**src/design/cie_pkg.sv**
```systemverilog
// Package for the CBOR item head encoder: request/response payload types,
// operation codes, CBOR constants and the head-building function.
// No dependencies.
package cie_pkg;

  // Operation codes of an input request
  typedef enum logic [3:0] {
    OP_NULL    = 4'd0,
    OP_BOOL    = 4'd1,
    OP_UINT    = 4'd2,
    OP_SINT    = 4'd3,
    OP_DOUBLE  = 4'd4,
    OP_TEXT    = 4'd5,
    OP_BYTES   = 4'd6,
    OP_LIST    = 4'd7,
    OP_MAP     = 4'd8,
    OP_LINK    = 4'd9,
    OP_PAYLOAD = 4'd10
  } op_e;

  // CBOR major types
  localparam logic [2:0] MajUint  = 3'd0;
  localparam logic [2:0] MajNint  = 3'd1;
  localparam logic [2:0] MajBytes = 3'd2;
  localparam logic [2:0] MajText  = 3'd3;
  localparam logic [2:0] MajArray = 3'd4;
  localparam logic [2:0] MajMap   = 3'd5;

  // Fixed encoded bytes
  localparam logic [7:0] ByteFalse  = 8'hF4;
  localparam logic [7:0] ByteTrue   = 8'hF5;
  localparam logic [7:0] ByteNull   = 8'hF6;
  localparam logic [7:0] ByteDouble = 8'hFB;
  localparam logic [7:0] ByteTag1   = 8'hD8;  // major 6, one-byte argument
  localparam logic [7:0] ByteTagCid = 8'd42;

  localparam logic [63:0] QuietNan = 64'h7FF8_0000_0000_0000;

  localparam int unsigned MaxBytes = 12;
  localparam int unsigned HeadMax  = 9;

  typedef struct packed {
    logic [3:0]  operation;
    logic [63:0] value_bits;
  } in_req_t;

  typedef struct packed {
    logic [7:0] out_byte;
    logic       last_byte;
    logic       links_seen;
    logic       not_dag_flag;
  } out_rsp_t;

  // One CBOR head, first byte at index 0, unused bytes zero
  typedef struct packed {
    logic [HeadMax-1:0][7:0] bytes;
    logic [3:0]              len;
  } head_t;

  // Encoded item, first byte at index 0, plus flag updates
  typedef struct packed {
    logic [MaxBytes-1:0][7:0] bytes;
    logic [3:0]               len;
    logic                     set_link;
    logic                     set_notdag;
  } enc_t;

  // Shortest-form head for a major type and argument
  function automatic head_t cbor_head(logic [2:0] major, logic [63:0] arg);
    head_t h;
    h = '0;
    if (arg < 64'd24) begin
      h.bytes[0] = {major, arg[4:0]};
      h.len      = 4'd1;
    end else if (arg < 64'h100) begin
      h.bytes[0] = {major, 5'd24};
      h.bytes[1] = arg[7:0];
      h.len      = 4'd2;
    end else if (arg < 64'h1_0000) begin
      h.bytes[0] = {major, 5'd25};
      h.bytes[1] = arg[15:8];
      h.bytes[2] = arg[7:0];
      h.len      = 4'd3;
    end else if (arg < 64'h1_0000_0000) begin
      h.bytes[0] = {major, 5'd26};
      for (int k = 0; k < 4; k++) begin
        h.bytes[1+k] = arg[8*(3-k) +: 8];
      end
      h.len      = 4'd5;
    end else begin
      h.bytes[0] = {major, 5'd27};
      for (int k = 0; k < 8; k++) begin
        h.bytes[1+k] = arg[8*(7-k) +: 8];
      end
      h.len      = 4'd9;
    end
    return h;
  endfunction

endpackage

```
**src/design/cie_encode.sv**
```systemverilog
// Combinational encoder: turns one registered request into its CBOR bytes,
// byte count and sticky flag updates. Depends on cie_pkg.
module cie_encode (
  input  cie_pkg::in_req_t req_i,
  output cie_pkg::enc_t    enc_o
);
  import cie_pkg::*;

  op_e         op;
  logic [63:0] v;
  logic        exp_ones;
  head_t       h_main;
  head_t       h_link;
  logic [2:0]  major;
  logic [63:0] arg;
  logic [63:0] dbl;

  assign op       = op_e'(req_i.operation);
  assign v        = req_i.value_bits;
  assign exp_ones = (v[62:52] == 11'h7FF);
  assign dbl      = (exp_ones && (v[51:0] != '0)) ? QuietNan : v;

  // Major type and argument for the single-head items
  always_comb begin
    major = MajUint;
    arg   = v;
    unique case (op)
      OP_SINT:  begin
        major = v[63] ? MajNint : MajUint;
        arg   = v[63] ? ~v : v;
      end
      OP_TEXT:  major = MajText;
      OP_BYTES: major = MajBytes;
      OP_LIST:  major = MajArray;
      OP_MAP:   major = MajMap;
      default:  major = MajUint;
    endcase
  end

  assign h_main = cbor_head(major, arg);
  assign h_link = cbor_head(MajBytes, v + 64'd1);

  // Assemble the byte sequence
  always_comb begin
    enc_o = '0;
    unique case (op)
      OP_NULL: begin
        enc_o.bytes[0] = ByteNull;
        enc_o.len      = 4'd1;
      end
      OP_BOOL: begin
        enc_o.bytes[0] = (v != '0) ? ByteTrue : ByteFalse;
        enc_o.len      = 4'd1;
      end
      OP_UINT, OP_SINT, OP_TEXT, OP_BYTES, OP_LIST, OP_MAP: begin
        for (int k = 0; k < HeadMax; k++) begin
          enc_o.bytes[k] = h_main.bytes[k];
        end
        enc_o.len        = h_main.len;
        enc_o.set_notdag = (op == OP_UINT) && v[63];
      end
      OP_DOUBLE: begin
        enc_o.bytes[0] = ByteDouble;
        for (int k = 0; k < 8; k++) begin
          enc_o.bytes[1+k] = dbl[8*(7-k) +: 8];
        end
        enc_o.len        = 4'd9;
        enc_o.set_notdag = exp_ones;
      end
      OP_LINK: begin
        // tag 42, byte-string head, then the zero multibase byte (already zero)
        enc_o.bytes[0] = ByteTag1;
        enc_o.bytes[1] = ByteTagCid;
        for (int k = 0; k < HeadMax; k++) begin
          enc_o.bytes[2+k] = h_link.bytes[k];
        end
        enc_o.len      = h_link.len + 4'd3;
        enc_o.set_link = 1'b1;
      end
      OP_PAYLOAD: begin
        enc_o.bytes[0] = v[7:0];
        enc_o.len      = 4'd1;
      end
      default: enc_o = '0;  // unknown operation: no bytes
    endcase
  end

endmodule

```
**src/design/cie_serializer.sv**
```systemverilog
// Byte serializer: holds one encoded item in a shift buffer and feeds it
// byte by byte into the output register. Depends on cie_pkg.
module cie_serializer (
  input  logic              clk_i,
  input  logic              rst_ni,
  input  logic              load_i,
  input  cie_pkg::enc_t     enc_i,
  input  logic              links_i,
  input  logic              notdag_i,
  output logic              can_load_o,
  output logic [3:0]        cnt_o,
  output logic              out_valid_o,
  input  logic              out_ready_i,
  output cie_pkg::out_rsp_t out_rsp_o
);
  import cie_pkg::*;

  logic [MaxBytes-1:0][7:0] bytes_q;
  logic [3:0]               cnt_q;
  logic                     links_q;
  logic                     notdag_q;
  logic                     out_valid_q;
  out_rsp_t                 out_q;
  logic                     move;

  // Next byte moves when the output register is free or being drained
  assign move       = (cnt_q != 4'd0) && (!out_valid_q || out_ready_i);
  assign can_load_o = (cnt_q == 4'd0) || ((cnt_q == 4'd1) && move);

  // Control state
  always_ff @(posedge clk_i or negedge rst_ni) begin
    if (!rst_ni) begin
      cnt_q       <= 4'd0;
      out_valid_q <= 1'b0;
    end else begin
      if (move) begin
        out_valid_q <= 1'b1;
      end else if (out_ready_i) begin
        out_valid_q <= 1'b0;
      end
      if (load_i) begin
        cnt_q <= enc_i.len;
      end else if (move) begin
        cnt_q <= cnt_q - 4'd1;
      end
    end
  end

  // Byte buffer and output payload
  always_ff @(posedge clk_i) begin
    if (move) begin
      out_q.out_byte     <= bytes_q[0];
      out_q.last_byte    <= (cnt_q == 4'd1);
      out_q.links_seen   <= links_q;
      out_q.not_dag_flag <= notdag_q;
    end
    if (load_i) begin
      bytes_q  <= enc_i.bytes;
      links_q  <= links_i;
      notdag_q <= notdag_i;
    end else if (move) begin
      bytes_q <= bytes_q >> 8;
    end
  end

  assign out_valid_o = out_valid_q;
  assign out_rsp_o   = out_q;
  assign cnt_o       = cnt_q;

endmodule

```
**src/design/cbor_item_head_encoder.sv**
```systemverilog
// Top level of the CBOR item head encoder: input register, sticky flags,
// encoder and byte serializer. Depends on cie_pkg, cie_encode, cie_serializer.
//
//   channel | signals                            | moves
//   --------+------------------------------------+----------------------------
//   in      | in_valid_i, in_ready_o, in_req_i   | one data-model request
//   out     | out_valid_o, out_ready_i, out_rsp_o| one encoded byte + flags
//
// Each known request yields 1 to 12 bytes, one per cycle unless the output
// stalls; an unknown operation yields none. The next request is encoded and
// loaded while the last byte of the current one moves out, so one-byte
// requests flow at one per cycle without output stalls. A request passes the
// input register, byte buffer and output register. Reset clears the flags
// and all valid state; an output stall holds a non-empty byte buffer.
module cbor_item_head_encoder (
  input  logic              clk_i,
  input  logic              rst_ni,
  input  logic              in_valid_i,
  output logic              in_ready_o,
  input  cie_pkg::in_req_t  in_req_i,
  output logic              out_valid_o,
  input  logic              out_ready_i,
  output cie_pkg::out_rsp_t out_rsp_o
);
  import cie_pkg::*;

  logic       in_valid_q;
  in_req_t    in_req_q;
  enc_t       enc;
  logic       can_load;
  logic       load;
  logic       links_q;
  logic       links_d;
  logic       notdag_q;
  logic       notdag_d;
  logic [3:0] cnt;

  assign load       = in_valid_q && can_load;
  assign in_ready_o = !in_valid_q || load;

  // Sticky flags after this request's update
  assign links_d  = links_q  | (load & enc.set_link);
  assign notdag_d = notdag_q | (load & enc.set_notdag);

  // Input register and flags
  always_ff @(posedge clk_i or negedge rst_ni) begin
    if (!rst_ni) begin
      in_valid_q <= 1'b0;
      links_q    <= 1'b0;
      notdag_q   <= 1'b0;
    end else begin
      if (in_valid_i && in_ready_o) begin
        in_valid_q <= 1'b1;
      end else if (load) begin
        in_valid_q <= 1'b0;
      end
      links_q  <= links_d;
      notdag_q <= notdag_d;
    end
  end

  always_ff @(posedge clk_i) begin
    if (in_valid_i && in_ready_o) begin
      in_req_q <= in_req_i;
    end
  end

  cie_encode u_encode (
    .req_i (in_req_q),
    .enc_o (enc)
  );

  cie_serializer u_serializer (
    .clk_i       (clk_i),
    .rst_ni      (rst_ni),
    .load_i      (load),
    .enc_i       (enc),
    .links_i     (links_d),
    .notdag_i    (notdag_d),
    .can_load_o  (can_load),
    .cnt_o       (cnt),
    .out_valid_o (out_valid_o),
    .out_ready_i (out_ready_i),
    .out_rsp_o   (out_rsp_o)
  );

`ifndef SYNTHESIS
  // Flags never clear once set
  a_links_sticky : assert property (@(posedge clk_i) disable iff (!rst_ni)
    links_q |=> links_q) else $error("links flag dropped");

  a_notdag_sticky : assert property (@(posedge clk_i) disable iff (!rst_ni)
    notdag_q |=> notdag_q) else $error("not-DAG flag dropped");

  // Byte buffer never holds more than one item's worth
  a_cnt_range : assert property (@(posedge clk_i) disable iff (!rst_ni)
    cnt <= 4'd12) else $error("byte count out of range");

  // Empty input register always takes a request
  a_in_ready : assert property (@(posedge clk_i) disable iff (!rst_ni)
    !in_valid_q |-> in_ready_o) else $error("input stalled while empty");

  // A reported link implies the internal flag is set
  a_link_flag : assert property (@(posedge clk_i) disable iff (!rst_ni)
    (out_valid_o && out_rsp_o.links_seen) |-> links_q)
    else $error("link flag ahead of state");
`endif

endmodule
```
**config.mk**
```make
export PLATFORM = sky130hd
export DESIGN_NAME = cbor_item_head_encoder
export DESIGN_NICKNAME = d
export VERILOG_FILES = /design/src/design/cie_pkg.sv /design/src/design/cie_encode.sv /design/src/design/cie_serializer.sv /design/src/design/cbor_item_head_encoder.sv
export SDC_FILE = /design/constraint.sdc
export NUM_CORES = 1
export LEC_CHECK = 0
export BUFFER_PORTS_ARGS = -buffer_cell sky130_fd_sc_hd__buf_4
export CAP_MARGIN = 10
export CORE_AREA = 8 8 157 159
export CTS_CLUSTER_DIAMETER = 60
export DETAILED_ROUTE_END_ITERATION = 12
export DIE_AREA = 0 0 165 167
export HOLD_SLACK_MARGIN = 0.15
export PLACE_DENSITY = 0.77
export SLEW_MARGIN = 20
export SYNTH_ARGS = -nofsm -noshare
export SYNTH_HDL_FRONTEND = slang
export SYNTH_SLANG_ARGS = --single-unit
```
**constraint.sdc**
```tcl
create_clock -name clk_i -period 4.15 [get_ports clk_i]
set_clock_uncertainty 0.2 [all_clocks]
set_input_delay 0.83 -clock clk_i [delete_from_list [all_inputs] [get_ports clk_i]]
set_output_delay 0.83 -clock clk_i [all_outputs]
set_load 0.01 [all_outputs]
```
## After elaboration in Yosys (flattened, before gate mapping)

Cells that the tools add are included.

- Reductions and logical operators: 20
- Multiplexer cells: 41
- Add/sub/neg operators: 3
- Equal/unequal tests: 12
- Order comparisons: 8
- Bitwise operators: 5

Operators with widths:

| operator | number |
|---|---|
| $mux 44 | 8 |
| $mux 64 | 5 |
| $pmux 64 s3 | 1 |
| $mux 88 | 2 |
| $lt 64x17->1 const B | 2 |
| $lt 64x33->1 const B | 2 |
| $lt 64x5->1 const B | 2 |
| $lt 64x9->1 const B | 2 |
| $mux 56 | 2 |
| $mux 48 | 2 |
| $pmux 12 s6 | 1 |
| $add 64x1->64 const B | 1 |
| $mux 32 | 2 |
| $not 64->64 | 1 |
| $reduce_bool 64->1 | 1 |
| $mux 28 | 2 |
| $reduce_bool 52->1 | 1 |
| $mux 20 | 2 |
| $mux 12 | 2 |
| $eq 4x3->1 const B | 4 |
| $mux 16 | 1 |
| $pmux 3 s5 | 1 |
| $eq 4x4->1 const B | 3 |
| $eq 11x11->1 const B | 1 |
| other kinds (16) | 38 |

- Output and inout port bits: 13
- Register bits after elaboration: 177
- Word-level logic and storage cells: 113
- Bits of input ports: 72

## Logic depth before layout (Yosys ltp)

- Depth after elaboration: 13
- Depth in mapped cells: 18
- Gate-level depth less buffers: 14

## Hierarchy

From an unflattened synthesis, not the netlist that was laid out.

- Cells, all modules: 1319
- Area, all modules: 12828.6 um^2

Modules (own cells, without submodules):

| module | seq. area each (um^2) | area each (um^2) | cells each | instances |
|---|---|---|---|---|
| cie_encode | 0.0 | 5948.2 | 986 | 1 |
| cie_serializer | 3398.3 | 4713.3 | 256 | 1 |
| cbor_item_head_encoder | 2117.0 | 2167.1 | 77 | 1 |

## Worst setup path after synthesis

Ideal clock, no wire load.

- Path type: reg2reg
- Start point: reg in_req_q[0] (netlist name)
- End point: reg u_serializer.cnt_q[1] (netlist: u_serializer.cnt_o[1])
- Data required time: 3.876 ns
- Stages on the path, launching flop included: 19
- Period minus slack after synthesis: 4.043 ns
- Path buffers: 4
- Slack: 0.107 ns
- Library setup time: 0.074 ns
- Arrival time: 3.769 ns
- Path through: edfxtp_1 ha_1 clkbuf_1 nand4_1 nor4_2 and3_1 buf_2 nor3b_1 and3_1 o2111ai_1 nor3_4 and2_1 buf_2 buf_2 nand3_1 ha_1 o22ai_1 a21oi_1 nor2_1

- Longest elaborated chain between the ends: 9
- Elaborated cells on any way between the ends: 19
- Classes of those cells: add/sub (2); order compare (6); mux (10); bitwise (1)

Ends and longest elaborated chain:

| element | RTL line | text |
|---|---|---|
| start: declaration | cbor_item_head_encoder.sv:28 | `in_req_t in_req_q;` |
| start signal: assignment | cbor_item_head_encoder.sv:64 | `in_req_q <= in_req_i;` |
| branches (longest 7 deep; another with $add 64x1->64) | -- |  |
| $pmux 12 s6 * | cie_encode.sv:46 | `unique case (op)` |
| $mux 4 * | cie_serializer.sv:41 | `if (load_i) begin` |
| end signal: assignment | cie_serializer.sv:42 | `cnt_q <= enc_i.len;` |
| end signal: assignment | cie_serializer.sv:44 | `cnt_q <= cnt_q - 4'd1;` |
| end: declaration | cie_serializer.sv:19 | `logic [3:0] cnt_q;` |

Mark *: on every way between the ends.
A chain may end at the register's enable or synchronous reset.

## Worst setup path in the final report

- Start point: reg in_req_q[16] (netlist name)
- End point: reg u_serializer.bytes_q[52] (netlist name) (data pin)

- Longest elaborated chain between the ends: 11
- Elaborated cells on any way between the ends: 28
- Classes of those cells: add/sub (1); order compare (8); mux (16); bitwise (1); reduce/logical (2)

Ends and longest elaborated chain:

| element | RTL line | text |
|---|---|---|
| $add 64x1->64 | cie_encode.sv:41 | `assign h_link = cbor_head(MajBytes, v + 64'd1);` |
| $lt 64x33->1 | cie_pkg.sv:84 | `end else if (arg < 64'h1_0000_0000) begin` |
| $mux 44 | cie_pkg.sv:84 |  |
| $mux 44 | cie_pkg.sv:79 | `end else if (arg < 64'h1_0000) begin` |
| $mux 44 | cie_pkg.sv:75 | `end else if (arg < 64'h100) begin` |
| $mux 44 | cie_pkg.sv:72 | `if (arg < 64'd24) begin` |
| $mux 48 | cie_pkg.sv:79 |  |
| $mux 56 | cie_pkg.sv:75 |  |
| $mux 64 | cie_pkg.sv:72 |  |
| $pmux 64 s3 * | cie_encode.sv:46 |  |
| $mux 88 * | cie_serializer.sv:57 | `if (load_i) begin` |
| end signal: assignment | cie_serializer.sv:58 | `bytes_q <= enc_i.bytes;` |
| end signal: assignment | cie_serializer.sv:62 | `bytes_q <= bytes_q >> 8;` |
| end: declaration | cie_serializer.sv:18 | `logic [MaxBytes-1:0][7:0] bytes_q;` |

Mark *: on every way between the ends. The rest lies on a longest branch, timed or not. The select of a mux whose other input is x is not followed.

==> flow_summary_export.csv <==
group,metric,value,unit
outcome,run_status,"finished, final reports clean",
synth,synthesis.area,0.0119,mm²
floorplan,rows,55,
floorplan,pin_count,85,
routing,m1WireLength,19100,µm
floorplan,fp.coreArea,0.0222,mm²
sta,finalSetupViolations,0,
cells_and_area,stdcell_count,1789,
routing,dr.pass1.iters,6,
place,place_area,0.0139,mm²
cells_and_area,final-seq-area,0.00528,mm²
run,drv_cap,0,
grt,grt_pass1_wl,74500,µm
sta,final.period_utilization,0.969,
synth,synth_fp_nets,1395,
critical_path,reg2reg_slack,130,ps
pwr,cellPowerDensity,681,mW/mm²
synth,post_synth.cell_area_avg,9.03,µm²
cells_and_area,multi_input_area,0.00605,mm²
clock_network,clockBufferDepth,2,
grt,grt_usage,0.363,
critical_path,startpoint_type,"register",
synth,synth_edf_count,169,
floorplan,die_area,0.0276,mm²
synth,synth_area_leader_cell,"edfxtp_1",
clock_network,cts.reportedPaths.clkPinSlew,80,ps
synth,yosys_register_bits,177,
sta,relSlewSlack,0.338,
place,dp_hpwl,38900,µm
routing,wl,51000,µm
sta,period_needed,4020,ps
grt,grt_pass1_vias,11539,
synth,ys_types,76,
floorplan,die_x,165,µm
critical_path,critPathLaunch,"in_req_q[16]",
critical_path,reg2reg_from,"in_req_q[16]",
routing,dr_wl_met2,21400,µm
critical_path,cp.arrival,4010,ps
min_path,hp-start,"u_serializer.links_q",
routing,viasPerCell,7.03,
critical_path,worstSetupPathType,"register to register",
grt,grt_start_max_net_pins,89,
routing,wl_per_cell,28.5,µm
critical_path,required,4140,ps
clock_network,root_buffer,"clkbuf_16",
routing,drtAntennaViolNets,0,
floorplan,start_util,0.535,
place,io_buffers,84,
sta,hold_viol_final,0,
cells_and_area,fin_nets,1569,
routing,vias,12582,
synth,ys_warn_count,0,
routing,routed.top_layer,"met4",
floorplan,die_h,167,µm
pwr,max-vdd-ir-drop,0.000632,V
sta,whs,223,ps
clock_network,cts_buffers,17,
critical_path,slowest_delay,560,ps
clock_network,clock_latency,450,ps
synth,synth_flop_cell,"edfxtp_1",
synth,async_reset_ff_frac,0.0452,
critical_path,slowest_stage,"or4b_4",
cells_and_area,antenna_cells,0,
synth,ys_seq_area_frac,0.444,
sta,max_freq,0.249,GHz
routing,wl_met3,7570,µm
routing,drt_iter0_drc,2131,
sta,drv_slew,0,
critical_path,crit_top_cell,"buf_4",
grt,grt_overflow,0,
clock_network,cts_sinks,177,
sta,tightest_slew,985,ps
routing,drc_errors,0,
cells_and_area,fin_area,0.0146,mm²
clock_network,cts_htree_levels,4,
critical_path,path_cells,"nand3_1, buf_4, nor4_4, nand4_1, xnor2_1, or4b_4, or4_4, buf_4, nand3_2, o21bai_1, a221o_1",
synth,synth_area_leaders,"edfxtp_1 43%, o21ai_0 4.2%, nand2_1 4.1%",
cells_and_area,fillers,1817,
place,dp_cells,1753,
synth,yosys.area.top_type_share,0.427,
synth,synthCells,1317,
pwr,leakagePower,5.32,nW
clock_network,tritoncts,"built",
min_path,hp-class,"register to register",
grt,antenna_found_initial,1,
critical_path,endpoint_kind,"register",
place,gp_congestion,1.07,
cells_and_area,drive_above_1_share,0.232,
critical_path,cp_max_fo,13,
cells_and_area,syn_to_final_growth,22.9,%
-- registers in the layout (all words and copies together) (netlist names) --
register	flops
in_valid_q	1
links_q	1
u_serializer.notdag_q	1
in_req_q	68
notdag_q	1
u_serializer.links_q	1
u_serializer.cnt_o	4
u_serializer.bytes_q	88
u_serializer.out_valid_o	1
u_serializer.out_rsp_o	11
-- metrics by stage --
stage	setup WS, ps	util	total power, mW	TNS [ps]
after floorplan	107	-	5.97	0
after global routing	-1.60	0.658	10.2	-1.60
after CTS	134	0.655	9.73	0
after detailed placement	53.8	0.626	8.01	0
after global placement	121	0.626	7.91	0
final	130	0.658	9.96	0
-- worst max-delay path, delay by kind of cell (launching register included) --
| family | cells | cell delay (ps) |
|---|---|---|
| buffers and inverters | 2 | 460 |
| DFF | 1 | 410 |
| and+or+nand+nor | 6 | 1940 |
| AOI/OAI and AO/OA | 2 | 510 |
| xor gates and xnor gates | 1 | 230 |
-- kinds of logic after synthesis --
group	count (synthesis)	synth area share
buffers and inverters	152	0.0537
and+or+nand+nor	503	0.215
muxes	8	0.00673
DFF	177	0.444
xor gates and xnor gates	77	0.0567
AOI/OAI and AO/OA	394	0.217
adders and majority gates	6	0.00631
-- cells in the mapped netlist (9+ instances only) --
library cell	count
edfxtp_1	169
nand2_1	129
nor2_1	112
o21ai_0	100
a21oi_1	91
clkbuf_1	88
xnor2_1	53
nand4_1	52
nand3_1	50
a22oi_1	39
nor4_1	37
nor3_1	34
xor2_1	24
o221ai_1	23
and3_1	22
buf_2	22
inv_1	22
a221o_1	17
o211ai_1	16
o22ai_1	12
a31oi_1	11
buf_1	10
a22o_1	9
nand2b_1	9
-- path summary, 6_finish.rpt --
check	end	cells past startpoint
min	u_serializer.out_rsp_o[1]	0
min reg2reg	u_serializer.out_rsp_o[1]	0
max reg2reg	u_serializer.bytes_q[52]	11
min in group asynchronous	u_serializer.cnt_o[2]	2
max in group asynchronous	u_serializer.cnt_o[1]	2
max	u_serializer.bytes_q[52]	11
-- per-layer routing --
metal	GRT usage	vias up
met1	0.494	5920
met2	0.514	1084
met4	0.179	0
li1	-	5379
met3	0.108	199
met5	0	-
-- layout by cell type (no fill, tap or decap), drive strengths merged, types with 24 or more instances in the layout --
master  instances
xnor2          53
nand3          53
nand4          53
o21ai         106
nor2          115
buf           284
nand2         129
nor4           42
a21oi          91
edfxtp        169
a22oi          39
xor2           24
inv            29
nor3           35
-- where the power goes --
part           internal (mW)  switching, mW
Clock                  0.881          0.857
Combinational           1.64           3.01
Sequential              3.11          0.475
Total                   5.62           4.34
-- repair_timing --
item,4_1_cts,5_1_grt
buffers inserted,0,3
hold endpoints to repair,8,0
hold buffers,1,0
setup endpoints to repair,4,11
resized for setup,1,5
pin swaps,0,1
-- layout make-up --
type / instances / area share
multi-input cells: 988 / 0.414
inverters: 22 / 0.00565
repair buffers: 285 / 0.153
clock buffers: 17 / 0.0291
flip-flops and latches: 177 / 0.361
well taps: 285 / 0.0244
clock inverters: 15 / 0.0140
Note: power is estimated with default switching activity, not from simulation.
